--- src/hw/rtl/crt_pkg.sv ---
// ----------------------------------------------------------------------------
// crt_pkg: shared types and constants of the callsign route table
// Field widths, operation and status codes, register indexes and the
// callsign normalisation used when storing and comparing keys.
// ----------------------------------------------------------------------------
package crt_pkg;

	// field widths
	localparam int OP_W     = 2;
	localparam int KEY_W    = 56;
	localparam int IP_W     = 32;
	localparam int PORT_W   = 16;
	localparam int STATUS_W = 3;
	localparam int COUNT_W  = 8;
	localparam int ENTRY_W  = KEY_W + IP_W + PORT_W;

	// configuration port
	localparam int CFG_IDX_W  = 2;
	localparam int CFG_DATA_W = 32;

	localparam int DEFAULT_TABLE_DEPTH = 128;

	typedef logic [OP_W-1:0]       op_t;
	typedef logic [KEY_W-1:0]      key_t;
	typedef logic [IP_W-1:0]       ip_t;
	typedef logic [PORT_W-1:0]     port_t;
	typedef logic [STATUS_W-1:0]   status_t;
	typedef logic [COUNT_W-1:0]    count_t;
	typedef logic [ENTRY_W-1:0]    entry_t;
	typedef logic [CFG_IDX_W-1:0]  cfg_idx_t;
	typedef logic [CFG_DATA_W-1:0] cfg_data_t;

	// operation codes
	localparam op_t OP_ADD    = 2'd0;
	localparam op_t OP_LOOKUP = 2'd1;
	localparam op_t OP_CLEAR  = 2'd2;

	// result status codes
	localparam status_t STATUS_ADDED   = 3'd0;
	localparam status_t STATUS_FULL    = 3'd1;
	localparam status_t STATUS_CLEARED = 3'd2;
	localparam status_t STATUS_FOUND   = 3'd3;
	localparam status_t STATUS_DEFAULT = 3'd4;
	localparam status_t STATUS_MISS    = 3'd5;

	// register indexes
	localparam cfg_idx_t CFG_DEFAULT_VALID = 2'd0;
	localparam cfg_idx_t CFG_DEFAULT_IP    = 2'd1;
	localparam cfg_idx_t CFG_DEFAULT_PORT  = 2'd2;

	// normalisation masks
	localparam logic [47:0] CHAR_MASK = 48'hfefe_fefe_fefe;
	localparam logic [7:0]  SSID_KEEP = 8'h1e;
	localparam logic [7:0]  SSID_SET  = 8'h60;

	// six character bytes lose their low bit, ssid byte keeps only the ssid and sets bits 6:5
	function automatic key_t normalise(input key_t raw);
		normalise = {raw[55:8] & CHAR_MASK, (raw[7:0] & SSID_KEEP) | SSID_SET};
	endfunction

endpackage

--- src/hw/rtl/crt_if.sv ---
// ----------------------------------------------------------------------------
// crt_if: request and response channels of the callsign route table
// Valid/ready channels; a transaction completes when valid and ready are high.
// ----------------------------------------------------------------------------
interface crt_req_if;
	import crt_pkg::*;

	logic  valid;
	logic  ready;
	op_t   operation;
	key_t  callsign;
	ip_t   ip_addr;
	port_t dst_port;

	modport source (output valid, operation, callsign, ip_addr, dst_port, input ready);
	modport sink   (input valid, operation, callsign, ip_addr, dst_port, output ready);
endinterface

interface crt_rsp_if;
	import crt_pkg::*;

	logic    valid;
	logic    ready;
	status_t status;
	ip_t     route_ip;
	port_t   route_port;
	count_t  entry_count;

	modport source (output valid, status, route_ip, route_port, entry_count, input ready);
	modport sink   (input valid, status, route_ip, route_port, entry_count, output ready);
endinterface

--- src/hw/rtl/crt_ctrl.sv ---
// ----------------------------------------------------------------------------
// crt_ctrl: route table sequencer
// Takes one transaction at a time, appends routes, clears the count and
// scans the entry memory one entry a cycle for lookups.
// ----------------------------------------------------------------------------
module crt_ctrl #(
	parameter int TABLE_DEPTH = crt_pkg::DEFAULT_TABLE_DEPTH,
	parameter int IDX_W       = 7,
	parameter int CNT_W       = 8
) (
	input  logic                 clk,
	input  logic                 arst_n,
	crt_req_if.sink              req,
	crt_rsp_if.source            rsp,
	input  logic                 cfg_we,
	input  crt_pkg::cfg_idx_t    cfg_index,
	input  crt_pkg::cfg_data_t   cfg_data,
	output logic                 mem_we,
	output logic [IDX_W-1:0]     mem_waddr,
	output crt_pkg::entry_t      mem_wdata,
	output logic [IDX_W-1:0]     mem_raddr,
	input  crt_pkg::entry_t      mem_rdata
);
	import crt_pkg::*;

	localparam logic [1:0] S_IDLE = 2'd0;
	localparam logic [1:0] S_EXEC = 2'd1;
	localparam logic [1:0] S_SCAN = 2'd2;
	localparam logic [1:0] S_DONE = 2'd3;

	localparam logic [CNT_W-1:0] DEPTH_C = CNT_W'(TABLE_DEPTH);

	logic [1:0]       state_q;
	logic [CNT_W-1:0] count_q;
	logic [CNT_W-1:0] idx_q;
	logic [CNT_W-1:0] idx_inc;

	op_t   op_q;
	key_t  key_q;
	ip_t   ip_q;
	port_t port_q;

	status_t res_status_q;
	ip_t     res_ip_q;
	port_t   res_port_q;

	logic  default_valid_q;
	ip_t   default_ip_q;
	port_t default_port_q;

	logic    out_valid_q;
	status_t out_status_q;
	ip_t     out_ip_q;
	port_t   out_port_q;
	count_t  out_count_q;

	logic    hit;
	logic    last;
	logic    out_free;
	status_t dflt_status;
	ip_t     dflt_ip;
	port_t   dflt_port;
	count_t  count_sat;

	// memory access: append at count, scan reads one entry ahead
	always_comb begin
		idx_inc   = idx_q + 1'b1;
		mem_we    = (state_q == S_EXEC) && (op_q == OP_ADD) && (count_q < DEPTH_C);
		mem_waddr = count_q[IDX_W-1:0];
		mem_wdata = {key_q, ip_q, port_q};
		mem_raddr = (state_q == S_EXEC) ? '0 : idx_inc[IDX_W-1:0];
	end

	// compare and fallback route
	always_comb begin
		hit         = (mem_rdata[ENTRY_W-1 -: KEY_W] == key_q);
		last        = (idx_inc == count_q);
		dflt_status = default_valid_q ? STATUS_DEFAULT : STATUS_MISS;
		dflt_ip     = default_valid_q ? default_ip_q : '0;
		dflt_port   = default_valid_q ? default_port_q : '0;
		out_free    = !out_valid_q || rsp.ready;
		if (count_q > CNT_W'(255)) begin
			count_sat = 8'hff;
		end else begin
			count_sat = COUNT_W'(count_q);
		end
	end

	assign req.ready = (state_q == S_IDLE);

	// sequencer
	always_ff @(posedge clk or negedge arst_n) begin
		if (!arst_n) begin
			state_q <= S_IDLE;
			count_q <= '0;
			idx_q   <= '0;
		end else begin
			case (state_q)
				S_IDLE: begin
					if (req.valid) begin
						state_q <= S_EXEC;
					end
				end
				S_EXEC: begin
					idx_q <= '0;
					case (op_q)
						OP_ADD: begin
							if (count_q < DEPTH_C) begin
								count_q <= count_q + 1'b1;
							end
							state_q <= S_DONE;
						end
						OP_CLEAR: begin
							count_q <= '0;
							state_q <= S_DONE;
						end
						default: begin
							state_q <= (count_q == '0) ? S_DONE : S_SCAN;
						end
					endcase
				end
				S_SCAN: begin
					if (hit || last) begin
						state_q <= S_DONE;
					end else begin
						idx_q <= idx_inc;
					end
				end
				S_DONE: begin
					if (out_free) begin
						state_q <= S_IDLE;
					end
				end
				default: begin
					state_q <= S_IDLE;
				end
			endcase
		end
	end

	// transaction capture and result registers
	always_ff @(posedge clk) begin
		if (req.valid && req.ready) begin
			op_q   <= req.operation;
			key_q  <= normalise(req.callsign);
			ip_q   <= req.ip_addr;
			port_q <= req.dst_port;
		end
		if (state_q == S_EXEC) begin
			case (op_q)
				OP_ADD: begin
					res_status_q <= (count_q < DEPTH_C) ? STATUS_ADDED : STATUS_FULL;
					res_ip_q     <= '0;
					res_port_q   <= '0;
				end
				OP_CLEAR: begin
					res_status_q <= STATUS_CLEARED;
					res_ip_q     <= '0;
					res_port_q   <= '0;
				end
				default: begin
					res_status_q <= dflt_status;
					res_ip_q     <= dflt_ip;
					res_port_q   <= dflt_port;
				end
			endcase
		end
		if (state_q == S_SCAN) begin
			if (hit) begin
				res_status_q <= STATUS_FOUND;
				res_ip_q     <= mem_rdata[PORT_W +: IP_W];
				res_port_q   <= mem_rdata[PORT_W-1:0];
			end else begin
				res_status_q <= dflt_status;
				res_ip_q     <= dflt_ip;
				res_port_q   <= dflt_port;
			end
		end
		if (state_q == S_DONE && out_free) begin
			out_status_q <= res_status_q;
			out_ip_q     <= res_ip_q;
			out_port_q   <= res_port_q;
			out_count_q  <= count_sat;
		end
	end

	// output register handshake
	always_ff @(posedge clk or negedge arst_n) begin
		if (!arst_n) begin
			out_valid_q <= 1'b0;
		end else if (state_q == S_DONE && out_free) begin
			out_valid_q <= 1'b1;
		end else if (rsp.ready) begin
			out_valid_q <= 1'b0;
		end
	end

	assign rsp.valid       = out_valid_q;
	assign rsp.status      = out_status_q;
	assign rsp.route_ip    = out_ip_q;
	assign rsp.route_port  = out_port_q;
	assign rsp.entry_count = out_count_q;

	// default route registers
	always_ff @(posedge clk or negedge arst_n) begin
		if (!arst_n) begin
			default_valid_q <= 1'b0;
			default_ip_q    <= '0;
			default_port_q  <= '0;
		end else if (cfg_we) begin
			case (cfg_index)
				CFG_DEFAULT_VALID: default_valid_q <= cfg_data[0];
				CFG_DEFAULT_IP:    default_ip_q    <= cfg_data;
				CFG_DEFAULT_PORT:  default_port_q  <= cfg_data[PORT_W-1:0];
				default: ;
			endcase
		end
	end

endmodule

--- src/flat_wrapper.sv ---
// flat-port wrapper written by rule: the top's interface ports become plain ports
module crt_ctrl_flat import crt_pkg::*;
#(
	parameter int TABLE_DEPTH = crt_pkg::DEFAULT_TABLE_DEPTH,
	parameter int IDX_W       = 7,
	parameter int CNT_W       = 8
)
  (clk, arst_n, cfg_we, cfg_index, cfg_data, mem_we, mem_waddr, mem_wdata, mem_raddr, mem_rdata, req_valid, req_operation, req_callsign, req_ip_addr, req_dst_port, req_ready, rsp_valid, rsp_status, rsp_route_ip, rsp_route_port, rsp_entry_count, rsp_ready);
  crt_req_if req_i ();
  crt_rsp_if rsp_i ();
  input  logic clk;
  input  logic arst_n;
  input  logic cfg_we;
  input  crt_pkg::cfg_idx_t cfg_index;
  input  crt_pkg::cfg_data_t cfg_data;
  output logic mem_we;
  output logic [IDX_W-1:0] mem_waddr;
  output crt_pkg::entry_t mem_wdata;
  output logic [IDX_W-1:0] mem_raddr;
  input  crt_pkg::entry_t mem_rdata;
  input wire logic [$bits(req_i.valid)-1:0] req_valid;
  input wire logic [$bits(req_i.operation)-1:0] req_operation;
  input wire logic [$bits(req_i.callsign)-1:0] req_callsign;
  input wire logic [$bits(req_i.ip_addr)-1:0] req_ip_addr;
  input wire logic [$bits(req_i.dst_port)-1:0] req_dst_port;
  output wire logic [$bits(req_i.ready)-1:0] req_ready;
  output wire logic [$bits(rsp_i.valid)-1:0] rsp_valid;
  output wire logic [$bits(rsp_i.status)-1:0] rsp_status;
  output wire logic [$bits(rsp_i.route_ip)-1:0] rsp_route_ip;
  output wire logic [$bits(rsp_i.route_port)-1:0] rsp_route_port;
  output wire logic [$bits(rsp_i.entry_count)-1:0] rsp_entry_count;
  input wire logic [$bits(rsp_i.ready)-1:0] rsp_ready;
  assign req_i.valid = req_valid;
  assign req_i.operation = req_operation;
  assign req_i.callsign = req_callsign;
  assign req_i.ip_addr = req_ip_addr;
  assign req_i.dst_port = req_dst_port;
  assign req_ready = req_i.ready;
  assign rsp_valid = rsp_i.valid;
  assign rsp_status = rsp_i.status;
  assign rsp_route_ip = rsp_i.route_ip;
  assign rsp_route_port = rsp_i.route_port;
  assign rsp_entry_count = rsp_i.entry_count;
  assign rsp_i.ready = rsp_ready;
  crt_ctrl #(.TABLE_DEPTH(TABLE_DEPTH), .IDX_W(IDX_W), .CNT_W(CNT_W)) u_core (.clk(clk), .arst_n(arst_n), .req(req_i), .rsp(rsp_i), .cfg_we(cfg_we), .cfg_index(cfg_index), .cfg_data(cfg_data), .mem_we(mem_we), .mem_waddr(mem_waddr), .mem_wdata(mem_wdata), .mem_raddr(mem_raddr), .mem_rdata(mem_rdata));
endmodule
--- config.mk ---
export PLATFORM = sky130hd
export DESIGN_NAME = crt_ctrl_flat
export DESIGN_NICKNAME = d
export VERILOG_FILES = /design/src/hw/rtl/crt_pkg.sv /design/src/hw/rtl/crt_if.sv /design/src/hw/rtl/crt_ctrl.sv /design/src/flat_wrapper.sv
export SDC_FILE = /design/constraint.sdc
export NUM_CORES = 1
export LEC_CHECK = 0
export ABC_AREA = 1
export CAP_MARGIN = 40
export CORE_UTILIZATION = 25
export CTS_CLUSTER_SIZE = 30
export DETAILED_ROUTE_END_ITERATION = 16
export DONT_BUFFER_PORTS = 1
export PLACE_DENSITY = 0.46
export SYNTH_ARGS = -nofsm -noshare
export SYNTH_HDL_FRONTEND = slang
export SYNTH_SLANG_ARGS = --single-unit
export TNS_END_PERCENT = 10
--- constraint.sdc ---
create_clock -name clk -period 6.3 [get_ports clk]
set_clock_uncertainty 0.1 [all_clocks]
set_input_delay 0.63 -clock clk [delete_from_list [all_inputs] [get_ports clk]]
set_output_delay 0.63 -clock clk [all_outputs]
set_load 0.03 [all_outputs]
Word-level counts from Yosys, hierarchy flattened

Cells that the tools add are included.
W data, S select, Z words.

Bits in registers: 274
Input port bits: 249
Output and inout bits: 180
Logic and storage cells: 85

Add/subtract/negate cells: 2
Order comparisons: 2
Eq/ne operators: 13
Multiplexer cells: 29
Reductions and logical operators: 21

Operator list:

| kind                  | number |
|---|---|
| $mux W32              | 5 |
| $mux W16              | 5 |
| $eq A56 B56 Y1        | 1 |
| $pmux W8 S2           | 2 |
| $add A8 B1 Y8 const B | 2 |
| $mux W8               | 2 |
| $mux W3               | 3 |
| $eq A2 B2 Y1 const B  | 4 |
| $eq A8 B8 Y1          | 1 |
| $gt A8 B8 Y1 const B  | 1 |
| $logic_not A8 Y1      | 1 |
| $lt A8 B8 Y1 const B  | 1 |
| $mux W2               | 4 |
| $pmux W2 S4           | 1 |
| $reduce_and A2 Y1     | 4 |
| $mux W7               | 1 |
| $logic_not A2 Y1      | 3 |
| $ne A2 B2 Y1 const B  | 3 |
| $pmux W3 S2           | 1 |
| $reduce_and A3 Y1     | 2 |
| $reduce_bool A2 Y1    | 3 |
| $mux W1               | 5 |
| $eq A2 B1 Y1 const B  | 2 |
| $logic_and A1 B1 Y1   | 4 |
| other kinds (4)       | 6 |

Logic depth before layout (Yosys ltp)

Gate-level depths: netlist (run 1).

Word-level depth: 5
Depth in mapped cells: 14
Gate-level depth less buffers: 14

Worst setup path after synthesis (run 1)

Ideal clock, no wire load.

Kind: in2reg
Start: in rsp_ready
End: reg u_core.out_count_q[0], in the netlist u_core.rsp.entry_count[0] (enable)
Setup time: 0.495 ns
Arrival: 3.525 ns
Data required time: 5.705 ns
Slack: 2.180 ns
Stages: 2
Buffers on the path: 0
Cell sequence: inv_1 > a21oi_1

Cells in the longest elaborated chain, start to end: 2

RTL lines:

| element              | line               | text |
|---|---|---|
| start, declared      | flat_wrapper.sv:32 | `input wire logic [$bits(rsp_i.ready)-1:0] rsp_ready;` |
| $logic_or A1 B1 Y1   | crt_ctrl.sv:81     | `out_free = !out_valid_q \|\| rsp.ready;` |
| $logic_and A1 B1 Y1  | crt_ctrl.sv:179    | `if (state_q == S_DONE && out_free) begin` |
| end signal, assigned | crt_ctrl.sv:183    | `out_count_q <= count_sat;` |
| end, declared        | crt_ctrl.sv:55     | `count_t out_count_q;` |

No other way between the ends.
A chain may end at the register's enable or synchronous reset.

Worst setup path in the final report (run 1)

Start: reg u_core.key_q[15]
End: reg u_core.state_q[1]

Cells in the longest elaborated chain, start to end: 4

RTL lines:

| element                     | line            | text |
|---|---|---|
| start, declared             | crt_ctrl.sv:39  | `key_t key_q;` |
| start signal, assigned      | crt_ctrl.sv:145 | `key_q <= normalise(req.callsign);` |
| $eq A56 B56 Y1              | crt_ctrl.sv:76  | `hit = (mem_rdata[ENTRY_W-1 -: KEY_W] == key_q);` |
| $logic_or A1 B1 Y1          | crt_ctrl.sv:123 | `if (hit \|\| last) begin` |
| $ne A2 B1 Y1 (no line)      | n/a             |  |
| $reduce_and A3 Y1 (no line) | n/a             |  |
| end signal, assigned        | crt_ctrl.sv:118 | `state_q <= (count_q == '0) ? S_DONE : S_SCAN;` |
| end, declared               | crt_ctrl.sv:33  | `logic [1:0] state_q;` |

No other way between the ends.

==> qor.tcl, run 1 <==
set qor(post_cts_resized) 0
set qor(standard_cell_rows) 80
set qor(synth_fa_ha_area_share_pct) 0.7230
set qor(synth_ff_type) {sky130_fd_sc_hd__edfxtp_1}
set qor(clk_pin_slew_ps) 60
set qor(synth_xor_xnor_area_share_pct) 0.2892
set qor(nature_of_the_critical_path_startpoint) {register}
set qor(reg2reg_to) {u_core.state_q[1]}
set qor(slack_of_the_worst_reg_to_reg_path_ps) 2790
set qor(power.ir.vdd_worst_uv) 320.6
set qor(final-setup-viol-count) 0
set qor(cts_num_sinks) 274
set qor(clock_root_buffer) {sky130_fd_sc_hd__clkbuf_16}
set qor(wire_per_inst_um) 19.89
set qor(netlist_top_cells_area) {sky130_fd_sc_hd__edfxtp_1, sky130_fd_sc_hd__dfrtp_1, sky130_fd_sc_hd__nand2_1, sky130_fd_sc_hd__nand3_1, sky130_fd_sc_hd__inv_1}
set qor(yosys_warnings) 0
set qor(yosys.area.top_type) {sky130_fd_sc_hd__edfxtp_1}
set qor(post_synth.cell_area_avg_um2) 10.29
set qor(fp.dieArea_mm2) 0.04934
set qor(tns_ps) 0
set qor(pre_cts_worst_setup_slack_ps) 2841
set qor(report.final.hold_viol_count) 0
set qor(synth_most_common_cell) {sky130_fd_sc_hd__nand2_1}
set qor(final_critical_path_setup_slack_ps) 2792
set qor(synth-edff-count) 206
set qor(clock_latency_ps) 530
set qor(p_comb_share_pct) 17.5
set qor(crit_path_dat_ps) 3820
set qor(ant_nets) 0
set qor(p_leak_nw) 5.954
set qor(timing.max_slew.rel_slack_pct) 43.91
set qor(clock_power_share_pct) 30.5
set qor(via_count_of_the_first_global_routing_pass) 7773
set qor(largest_fanout_of_any_net_on_the_critical_path) 49
set qor(run_status) {finished, final reports clean}
set qor(syn_inst) 1177
set qor(hpwlAfterDp_um) 24390
set qor(grt_util_all_layers_pct) 14.29
set qor(synthArstFlopShare_pct) 24.82
set qor(place_congestion) 0.8406
set qor(element_type_at_the_critical_path_end) {register}
set qor(global_route_wire_length_before_repair_um) 52240
set qor(placeable_core_area_mm2) 0.04775
set qor(maxCapViolations) 0
set qor(reg2regPathDepth) 15
set qor(initial_utilization_pct) 25.37
set qor(period_share_pct) 55.68
set qor(synth.yosys.seq_area_share_pct) 65.11
set qor(tightest_slew_ps) 841.3
set qor(die_w_um) 222.1
set qor(floorplan_die_height_um) 222.1
set qor(cts_tree) {done}
set qor(synth_top_cell_area_share_pct) 51.06
set qor(number_of_instances_on_the_worst_hold_path) 0
set qor(drive_above_1_share_pct) 10.16
set qor(synth-compound-area-share_pct) 2.468
set qor(drt-initial-drc-count) 597
set qor(largest_family_of_logic_cells_by_synthesized_area) {simple AND/OR/NAND/NOR gates}
set qor(avgViaCountPerCell) 4.556
set qor(tritoncts.num_buffers) 35
set qor(num-nets-final) 1422
set qor(drv_slew) 0
set qor(reg2reg_from) {u_core.key_q[15]}
set qor(post_synth_instance_area_mm2) 0.01211
set qor(antenna_found_initial) 2
set qor(grt_start_max_net_pins) 73
set qor(gr-total-overflow) 0
set qor(post_synth_and_or_nand_nor_area_fraction_pct) 22.88
set qor(synth_mux_area_share_pct) 1.487
set qor(cp.required_ps) 6610
set qor(proportion_of_total_power_due_to_net_switching_pct) 36.41
set qor(criticalPathCategory) {reg -> reg}
set qor(layout_min_cycle_time_ps) 3508
set qor(detail_route.drc_violations) 0
set qor(total_internal_power_w) 0.004178
set qor(first_pass_iters) 5
set qor(hp-class) {in -> reg}
set qor(power_per_cell_area_mw_per_mm2) 470.5
set qor(holdPathEnd) {u_core.ip_q[31]}
set qor(ys_seq_elements) 274
set qor(power.sequential.fraction_pct) 52.1
set qor(unrepaired_setup_endpoints_after_global_routing) {false}
set qor(fmaxAchievable_mhz) 285.1
set qor(io-pin-count) 429
set qor(top_cell_types_by_occurrence_after_synthesis) {sky130_fd_sc_hd__nand2_1, sky130_fd_sc_hd__edfxtp_1, sky130_fd_sc_hd__nand3_1, sky130_fd_sc_hd__inv_1, sky130_fd_sc_hd__dfrtp_1}
set qor(routed-via-count) 8233
set qor(io_buffers) 0
set qor(yosys.cell_types.count) 39
set qor(filler_cell_count) 4935
set qor(cts.htree.levels) 2
set qor(cts.path.max_buffers) 3
set qor(finalWirelength_um) 35940
set qor(power.net_switching_w) 0.002392
set qor(area_growth_pct) 15.27
set qor(min-delay-start) {req_ip_addr[31]}
power by group through the flow:
stage / combinational, W / sequential (W) / clock (W)
global route: 0.00129 / 0.00347 / 0.00215
CTS: 0.00118 / 0.00344 / 0.00210
floorplan: 0.000807 / 0.00332 / 0
finish: 0.00115 / 0.00342 / 0.00200
detailed placement: 0.00116 / 0.00347 / 0
global placement: 0.00107 / 0.00347 / 0
repair_timing:
item | in CTS | in global routing
hold endpoints to repair | 68 | 0
hold buffers | 2 | 0
setup buffers | 0 | 0
sequential cells by signal, summed over array words and instances (netlist names), 2 cells and up:
register and flops:
u_core.port_q 16, u_core.rsp.status 3, u_core.ip_q 32, u_core.res_ip_q 32
u_core.default_ip_q 32, u_core.rsp.route_ip 32, u_core.idx_q 8, u_core.rsp.route_port 16
u_core.default_port_q 16, u_core.res_port_q 16, u_core.op_q 2, u_core.rsp.entry_count 8
u_core.state_q 2, u_core.count_q 8, u_core.res_status_q 3, u_core.key_q 46
critical path, stage by stage (launching register included):
cell and delay (ps):
sky130_fd_sc_hd__edfxtp_1 600, sky130_fd_sc_hd__inv_1 90, sky130_fd_sc_hd__nand2_1 70, sky130_fd_sc_hd__nand2_1 50, sky130_fd_sc_hd__nor2_1 100, sky130_fd_sc_hd__nand2_1 70
sky130_fd_sc_hd__nor2_1 80, sky130_fd_sc_hd__nand2_1 120, sky130_fd_sc_hd__nor2_4 120, sky130_fd_sc_hd__buf_4 480, sky130_fd_sc_hd__nand2_2 380, sky130_fd_sc_hd__buf_4 450
sky130_fd_sc_hd__nand3_2 300, sky130_fd_sc_hd__nand2_1 100, sky130_fd_sc_hd__nand2_1 70, sky130_fd_sc_hd__nand2_1 50
per-stage QoR:
stage / cells / area (µm²) / power, W / hold slack [ps] / util, %
after global routing: 1806 / 13960 / 0.006914 / 52.66 / 29.24
after detailed placement: 1742 / 12770 / 0.004628 / 236.3 / 26.75
after global placement: 1736 / 12640 / 0.004544 / 236.3 / 26.47
after floorplan: 1185 / 12140 / 0.004126 / 234.4 / -
final: 1807 / 13960 / 0.006569 / 95.94 / 29.25
after CTS: 1806 / 13960 / 0.006715 / 45.10 / 29.24
logic make-up (layout without fill, tap and decap cells):
logic type,count (synthesis),after routing
compound gates,55,55
xor+xnor,4,4
fa+ha+maj,7,7
buf+inv,195,201
flops,274,274
mux,16,16
other cells,2,11
simple gates,624,624
cells in the final DEF, fill, tap and decap left out, types with 4 or more instances in the layout:
| cell type | Yosys | routed |
|---|---|---|
| sky130_fd_sc_hd__a21oi_1 | 9 | 8 |
| sky130_fd_sc_hd__buf_16 | 0 | 5 |
| sky130_fd_sc_hd__buf_4 | 23 | 8 |
| sky130_fd_sc_hd__clkbuf_1 | 29 | 4 |
| sky130_fd_sc_hd__clkbuf_16 | 0 | 37 |
| sky130_fd_sc_hd__clkbuf_8 | 0 | 5 |
| sky130_fd_sc_hd__clkinv_2 | 0 | 8 |
| sky130_fd_sc_hd__conb_1 | 2 | 10 |
| sky130_fd_sc_hd__dfrtp_1 | 68 | 67 |
| sky130_fd_sc_hd__edfxtp_1 | 206 | 206 |
| sky130_fd_sc_hd__ha_1 | 7 | 5 |
| sky130_fd_sc_hd__inv_1 | 119 | 118 |
| sky130_fd_sc_hd__mux2_2 | 16 | 16 |
| sky130_fd_sc_hd__nand2_1 | 347 | 347 |
| sky130_fd_sc_hd__nand2_2 | 8 | 8 |
| sky130_fd_sc_hd__nand3_1 | 126 | 125 |
| sky130_fd_sc_hd__nand3_2 | 5 | 6 |
| sky130_fd_sc_hd__nand4_1 | 58 | 58 |
| sky130_fd_sc_hd__nor2_1 | 62 | 62 |
| sky130_fd_sc_hd__nor2_4 | 2 | 4 |
| sky130_fd_sc_hd__nor3_1 | 5 | 5 |
| sky130_fd_sc_hd__o21ai_0 | 36 | 36 |
| sky130_fd_sc_hd__xnor2_1 | 4 | 4 |
layout make-up:
type                    instances  area, µm²  area share [%]
diodes                          1      2.502         0.01792
clock buffers                  46       1010           7.231
clock inverters                16      141.4           1.013
inverters                     123      464.2           3.324
multi-input cells             716       3452           24.72
flip-flops and latches        274       7891           56.51
well taps                     615      769.5           5.511
repair buffers                 16      232.7           1.667
routing by layer:
layer,vias to the layer above,GRT usage [%],share of wire [%]
li1,3908,-,-
met1,3973,18.12,42
met2,293,22.92,48
met3,57,4.545,7.3
met4,2,4.749,2.5
met5,-,0,0.045
worst max path at each step:
stage / from / end / slack, ps / depth (start not counted)
final: u_core.key_q[15] / u_core.state_q[1] / 2790 / 15
after global routing: u_core.key_q[2] / u_core.state_q[1] / 2530 / 15
after CTS: u_core.key_q[15] / u_core.state_q[1] / 2790 / 15
after detailed placement: u_core.key_q[2] / u_core.state_q[1] / 2840 / 15
after global placement: mem_rdata[73] / u_core.state_q[1] / 2860 / 15
after floorplan: rsp_ready / u_core.rsp.entry_count[0] / 2180 / 2
(Power assumes the default switching activity.)
==> inputs of run 2 (changes only) <==
ABC_AREA = 0   (was 1)
PLACE_DENSITY = 0.48   (was 0.46)
clock period = 3.2 ns   (was 6.3 ns; I/O delays follow)
==> qor.tcl, run 2 <==
set qor(final_cell_mix) {sky130_fd_sc_hd__edfxtp_1, sky130_fd_sc_hd__dlygate4sd3_1, sky130_fd_sc_hd__dfrtp_1, sky130_fd_sc_hd__buf_4, sky130_fd_sc_hd__inv_1}
set qor(drive_above_1_share_pct) 18.10
set qor(first_pass_iters) 4
set qor(reg2reg_from) {u_core.key_q[20]}
set qor(post_synth_instance_area_mm2) 0.01099
set qor(cts.htree.levels) 1
set qor(floorplan_die_height_um) 211.7
set qor(post_synth.cell_area_avg_um2) 14.58
set qor(avgViaCountPerCell) 4.331
set qor(worst_path_max_delay_cell) {sky130_fd_sc_hd__or4_1}
set qor(synth_most_common_cell) {sky130_fd_sc_hd__edfxtp_1}
set qor(cts_hold_buf) 183
set qor(final-setup-viol-count) 0
set qor(fp.dieArea_mm2) 0.04482
set qor(detail_route.drc_violations) 0
set qor(synth_top_cell_area_share_pct) 56.26
set qor(synth_ff_type) {sky130_fd_sc_hd__edfxtp_1}
set qor(critical_path.top_delay_family) {simple AND/OR/NAND/NOR gates}
set qor(yosys.cell_types.count) 60
set qor(nature_of_the_critical_path_startpoint) {register}
set qor(max_flop_register) {u_core.key_q}
set qor(post-cts-setup-buffer-count) 0
set qor(place_congestion) 0.8458
set qor(ant_nets) 0
set qor(tns_ps) 0
set qor(cts.path.max_buffers) 3
set qor(timing.max_slew.rel_slack_pct) 52.52
set qor(fin_worst_hold_slack_ps) 153.6
set qor(post_cts_resized) 0
set qor(chain_of_cells_forming_the_critical_path) {xnor2_1, nand4_1, or4_1, nor4_4, buf_4, nand2_4, buf_12, nand3_1, o21ai_0}
set qor(unrepaired_setup_endpoints_after_global_routing) {false}
set qor(p_leak_nw) 5.694
set qor(drv_slew) 0
set qor(wire_per_inst_um) 19.94
set qor(power.ir.vdd_worst_uv) 675.5
set qor(syn_inst) 754
set qor(run_status) {finished, final reports clean}
set qor(synth-edff-count) 206
set qor(leading_cell_type_in_the_layout_fill_and_taps_excluded) {sky130_fd_sc_hd__edfxtp_1}
set qor(layout_min_cycle_time_ps) 2811
set qor(hp-class) {in -> reg}
set qor(period_share_pct) 87.85
set qor(report.final.hold_viol_count) 0
set qor(routed-via-count) 6973
set qor(placeable_core_area_mm2) 0.04327
set qor(gr-total-overflow) 0
set qor(num-nets-final) 1253
set qor(cp-startpoint) {u_core.key_q[20]}
set qor(grt_start_max_net_pins) 69
set qor(min-delay-start) {cfg_we}
set qor(io_buffers) 0
set qor(largest_fanout_of_any_net_on_the_critical_path) 43
set qor(antenna_found_initial) 3
set qor(io-pin-count) 429
set qor(standard_cell_rows) 76
set qor(cts_num_sinks) 274
set qor(clk_pin_slew_ps) 60
set qor(criticalPathCategory) {reg -> reg}
set qor(netlist_top_cells_area) {sky130_fd_sc_hd__edfxtp_1, sky130_fd_sc_hd__dfrtp_1, sky130_fd_sc_hd__mux2_2, sky130_fd_sc_hd__xor2_1, sky130_fd_sc_hd__nand3_1}
set qor(top_cell_types_by_occurrence_after_synthesis) {sky130_fd_sc_hd__edfxtp_1, sky130_fd_sc_hd__dfrtp_1, sky130_fd_sc_hd__inv_1, sky130_fd_sc_hd__nand3_1, sky130_fd_sc_hd__mux2_2}
set qor(area_growth_pct) 36.12
set qor(die_w_um) 211.7
set qor(path_buf_inv) 2
set qor(ys_seq_elements) 274
set qor(instances_no_fill) 1610
set qor(clock_latency_ps) 570
set qor(tightest_slew_ps) 709.7
set qor(finalWirelength_um) 32110
set qor(yosys_warnings) 0
set qor(hpwlAfterDp_um) 22310
set qor(filler_cell_count) 4201
set qor(power_per_cell_area_mw_per_mm2) 856.7
set qor(critical_path.max_stage_delay_ps) 520
set qor(synthArstFlopShare_pct) 24.82
set qor(maxCapViolations) 0
set qor(cp.required_ps) 3420
set qor(element_type_at_the_critical_path_end) {register}
set qor(drt-initial-drc-count) 344
set qor(tritoncts.num_buffers) 31
set qor(global_route_wire_length_before_repair_um) 46180
set qor(crit_path_dat_ps) 3030
set qor(grt_util_all_layers_pct) 13.75
set qor(largest_register_ffs) 46
set qor(cts_tree) {done}
set qor(clock_root_buffer) {sky130_fd_sc_hd__clkbuf_16}
set qor(via_count_of_the_first_global_routing_pass) 7270
set qor(fmaxAchievable_mhz) 355.7
set qor(initial_utilization_pct) 25.41
set qor(synth.yosys.seq_area_share_pct) 71.74
set qor(place.detailed.instances) 1366
set qor(yosys.area.top_type) {sky130_fd_sc_hd__edfxtp_1}
run 2: cell types whose count changed in the layout (fill, tap and decap cells not counted), moves of 35 or more:
cell / before / now
sky130_fd_sc_hd__nand3_1: 125 / 55
sky130_fd_sc_hd__nand4_1: 58 / 6
sky130_fd_sc_hd__nand2_1: 347 / 22
sky130_fd_sc_hd__mux2_2: 16 / 51
sky130_fd_sc_hd__dlygate4sd3_1: 1 / 182
sky130_fd_sc_hd__xor2_1: 0 / 35
sky130_fd_sc_hd__nor2_1: 62 / 24
sky130_fd_sc_hd__inv_1: 118 / 62
sky130_fd_sc_hd__buf_4: 8 / 64
run 2: cell families after synthesis:
family                     synth area share (%)
muxes                                     5.406
DFF                                       71.74
buffers and inverters                     4.780
xor gates and xnor gates                  4.541
AOI/OAI and AO/OA                         4.769
adders and majority gates                0.7966
and+or+nand+nor                           7.898
other                                   0.06831
run 2: final cells by class:
type                            instances  area (µm²)  area share [%]
Timing Repair Buffer                  254        2465           16.47
Clock buffer                           37       798.3           5.334
Multi-Input combinational cell        374        2636           17.62
Sequential cell                       274        7888           52.70
Clock inverter                         21       206.4           1.379
Tap cell                              585       732.0           4.891
Inverter                               62       232.7           1.555
Antenna cell                            3       7.507         0.05016
run 2: per-layer routing:
layer / wire length (µm) / global-route usage (%)
met1: 13340 / 16.92
met2: 15990 / 23.75
met3: 2050 / 3.071
met4: 722 / 4.423
met5: 0 / 0
run 2: path summary, 6_finish.rpt:
| kind | endpoint | slack (ps) | cells past startpoint |
|---|---|---|---|
| setup / recovery | u_core.res_ip_q[10] | 390 | 9 |
| hold / removal | u_core.default_port_q[4] | 150 | 2 |
| setup reg to reg | u_core.res_ip_q[10] | 390 | 9 |
| hold reg to reg | u_core.rsp.route_ip[1] | 300 | 0 |
| max in group asynchronous | u_core.idx_q[5] | 2420 | 2 |
| min in group asynchronous | u_core.default_ip_q[11] | 190 | 2 |
run 2: where the power goes:
part           internal [W]  switching, W  total [W]
clock               0.00203       0.00152    0.00355
combinational      0.000952       0.00170    0.00265
sequential          0.00529       0.00132    0.00662
total               0.00828       0.00454     0.0128
run 2: per-stage QoR:
stage,util (%),total power (W),worst slack [ps],instance area [µm²]
global placement,27.85,0.009096,472.3,12050
floorplan,-,0.008164,497.5,11030
global route,34.59,0.01345,225.5,14970
detailed placement,27.98,0.009187,419.3,12100
finish,34.59,0.01282,388.8,14970
CTS,34.57,0.01303,396.9,14960
==> inputs of run 3 (changes only) <==
RECOVER_POWER = 50   (was not set)
==> qor.tcl, run 3 (synthesized netlist as in run 2, its figures left out) <==
set qor(p_leak_nw) 5.656
set qor(grt_start_max_net_pins) 69
set qor(reg2reg_from) {u_core.key_q[20]}
set qor(placed_area_mm2) 0.01210
set qor(finish.instance_area_mm2) 0.01491
set qor(unrepaired_setup_endpoints_after_global_routing) {false}
set qor(post_cts_resized) 0
set qor(tritoncts.num_buffers) 31
set qor(initial_utilization_pct) 25.41
set qor(power.sequential.fraction_pct) 51.7
set qor(maxCapViolations) 2
set qor(floorplan_die_height_um) 211.7
set qor(power.net_switching_w) 0.004538
set qor(report.final.hold_viol_count) 0
set qor(place.detailed.instances) 1366
set qor(utilization_pct) 34.46
set qor(number_of_instances_on_the_worst_hold_path) 2
set qor(instances_no_fill) 1610
set qor(element_type_at_the_critical_path_end) {register}
set qor(nature_of_the_critical_path_startpoint) {register}
set qor(drive_above_1_share_pct) 17.42
set qor(timing.max_slew.rel_slack_pct) -50.21
set qor(die_w_um) 211.7
set qor(via_count_of_the_first_global_routing_pass) 7270
set qor(cts.htree.levels) 1
set qor(p_comb_share_pct) 20.6
set qor(run_status) {complete, but fails checks}
set qor(global_route_wire_length_before_repair_um) 46180
set qor(standard_cell_rows) 76
set qor(power.ir.vdd_worst_uv) 675.4
set qor(tightest_slew_ps) 2253
set qor(total_internal_power_w) 0.008264
set qor(holdPathEnd) {u_core.default_port_q[4]}
set qor(io_buffers) 0
set qor(clock_latency_ps) 570
set qor(drt-initial-drc-count) 357
set qor(avgViaCountPerCell) 4.320
set qor(fmaxAchievable_mhz) 356.8
set qor(criticalPathCategory) {reg -> reg}
set qor(hpwlAfterDp_um) 22310
set qor(num-nets-final) 1253
set qor(gr-total-overflow) 0
set qor(largest_fanout_of_any_net_on_the_critical_path) 43
set qor(crit_path_dat_ps) 3000
set qor(wire_per_inst_um) 19.90
set qor(clk_pin_slew_ps) 60
set qor(area_growth_pct) 35.61
set qor(cts_tree) {done}
set qor(hp-class) {in -> reg}
set qor(detail_route.drc_violations) 0
set qor(min-delay-start) {cfg_we}
set qor(leading_cell_type_in_the_layout_fill_and_taps_excluded) {sky130_fd_sc_hd__edfxtp_1}
set qor(cp.required_ps) 3400
set qor(proportion_of_total_power_due_to_net_switching_pct) 35.45
set qor(tns_ps) 0
set qor(reg2reg_to) {u_core.res_ip_q[17]}
set qor(ant_nets) 0
set qor(violations) {capacitance limit, slew limit}
set qor(routed-via-count) 6955
set qor(clock_root_buffer) {sky130_fd_sc_hd__clkbuf_16}
set qor(io-pin-count) 429
set qor(largest_register_ffs) 46
set qor(layout_min_cycle_time_ps) 2803
set qor(final-setup-viol-count) 0
set qor(drv_slew) 102
set qor(placeable_core_area_mm2) 0.04327
set qor(slack_of_the_worst_reg_to_reg_path_ps) 400
set qor(final_critical_path_setup_slack_ps) 397.4
set qor(max_flop_register) {u_core.key_q}
set qor(reg2regPathDepth) 9
set qor(final_cell_mix) {sky130_fd_sc_hd__edfxtp_1, sky130_fd_sc_hd__dlygate4sd3_1, sky130_fd_sc_hd__dfrtp_1, sky130_fd_sc_hd__inv_1, sky130_fd_sc_hd__buf_4}
set qor(clock_power_share_pct) 27.8
set qor(cts_num_sinks) 274
set qor(first_pass_iters) 4
set qor(period_share_pct) 87.58
set qor(pre_cts_worst_setup_slack_ps) 419.3
set qor(antenna_found_initial) 3
set qor(place_congestion) 0.8458
set qor(cts.path.max_buffers) 3
set qor(finalWirelength_um) 32040
set qor(power_per_cell_area_mw_per_mm2) 858.7
set qor(fp.dieArea_mm2) 0.04482
set qor(grt_util_all_layers_pct) 13.75
-- run 3: cell count changes in the layout (fill, tap and decap cells not counted) --
cell	before	now
sky130_fd_sc_hd__buf_16	1	0
sky130_fd_sc_hd__buf_4	64	58
sky130_fd_sc_hd__buf_8	1	0
sky130_fd_sc_hd__clkbuf_1	6	13
sky130_fd_sc_hd__clkbuf_2	0	1
-- run 3: power by group through the flow --
| stage | Clock [W] | Sequential, W | Combinational, W |
|---|---|---|---|
| after global placement | 0 | 0.00667 | 0.00242 |
| final | 0.00356 | 0.00661 | 0.00263 |
| after CTS | 0.00369 | 0.00663 | 0.00272 |
| after global routing | 0.00382 | 0.00672 | 0.00290 |
| after detailed placement | 0 | 0.00669 | 0.00249 |
| after floorplan | 0 | 0.00659 | 0.00157 |
-- run 3: what timing repair did --
item                       in CTS  in global routing
hold endpoints to repair      263                  0
setup endpoints to repair       0                  0
hold buffers                  183                  0
buffers inserted                0                  0
-- run 3: critical path: stages, from the launching register on --
cell and delay (ps):
sky130_fd_sc_hd__edfxtp_1 400, sky130_fd_sc_hd__xnor2_1 320, sky130_fd_sc_hd__nand4_1 180, sky130_fd_sc_hd__or4_1 520, sky130_fd_sc_hd__nor4_4 290, sky130_fd_sc_hd__buf_4 220
sky130_fd_sc_hd__nand2_4 90, sky130_fd_sc_hd__buf_12 190, sky130_fd_sc_hd__nand3_1 90, sky130_fd_sc_hd__o21ai_0 110
-- run 3: worst max-delay path by stage --
stage,from,end,slack (ps),cells past startpoint
CTS,u_core.idx_q[1],u_core.idx_q[3],400,9
global placement,u_core.key_q[20],u_core.res_ip_q[10],470,9
detailed placement,u_core.idx_q[1],u_core.idx_q[3],420,9
finish,u_core.key_q[20],u_core.res_ip_q[17],400,9
global route,u_core.idx_q[1],u_core.idx_q[3],230,9
floorplan,u_core.state_q[0],u_core.ip_q[0],500,3
-- run 3: area by class of cell --
class | instances | area (µm²)
Antenna cell | 3 | 7.507
Timing Repair Buffer | 254 | 2409
Clock buffer | 37 | 798.3
Inverter | 62 | 232.7
Fill cell | 4210 | 28360
Multi-Input combinational cell | 374 | 2636
Tap cell | 585 | 732.0
Clock inverter | 21 | 206.4
Sequential cell | 274 | 7888
-- run 3: per-stage QoR --
stage / power [W] / hold slack, ps
2_1_floorplan: 0.008164 / -75.59
3_3_place_gp: 0.009096 / -73.39
3_5_place_dp: 0.009187 / -73.73
4_1_cts: 0.01303 / 142.9
5_1_grt: 0.01343 / 114.0
6_report: 0.01280 / 115.8
-- run 3: metal layers --
metal	global-route usage, %	vias up	wire length [µm]
li1	-	3182	-
met1	16.92	3474	13270
met2	23.75	250	16010
met3	3.071	49	2043
met4	4.423	0	719
met5	0	-	0
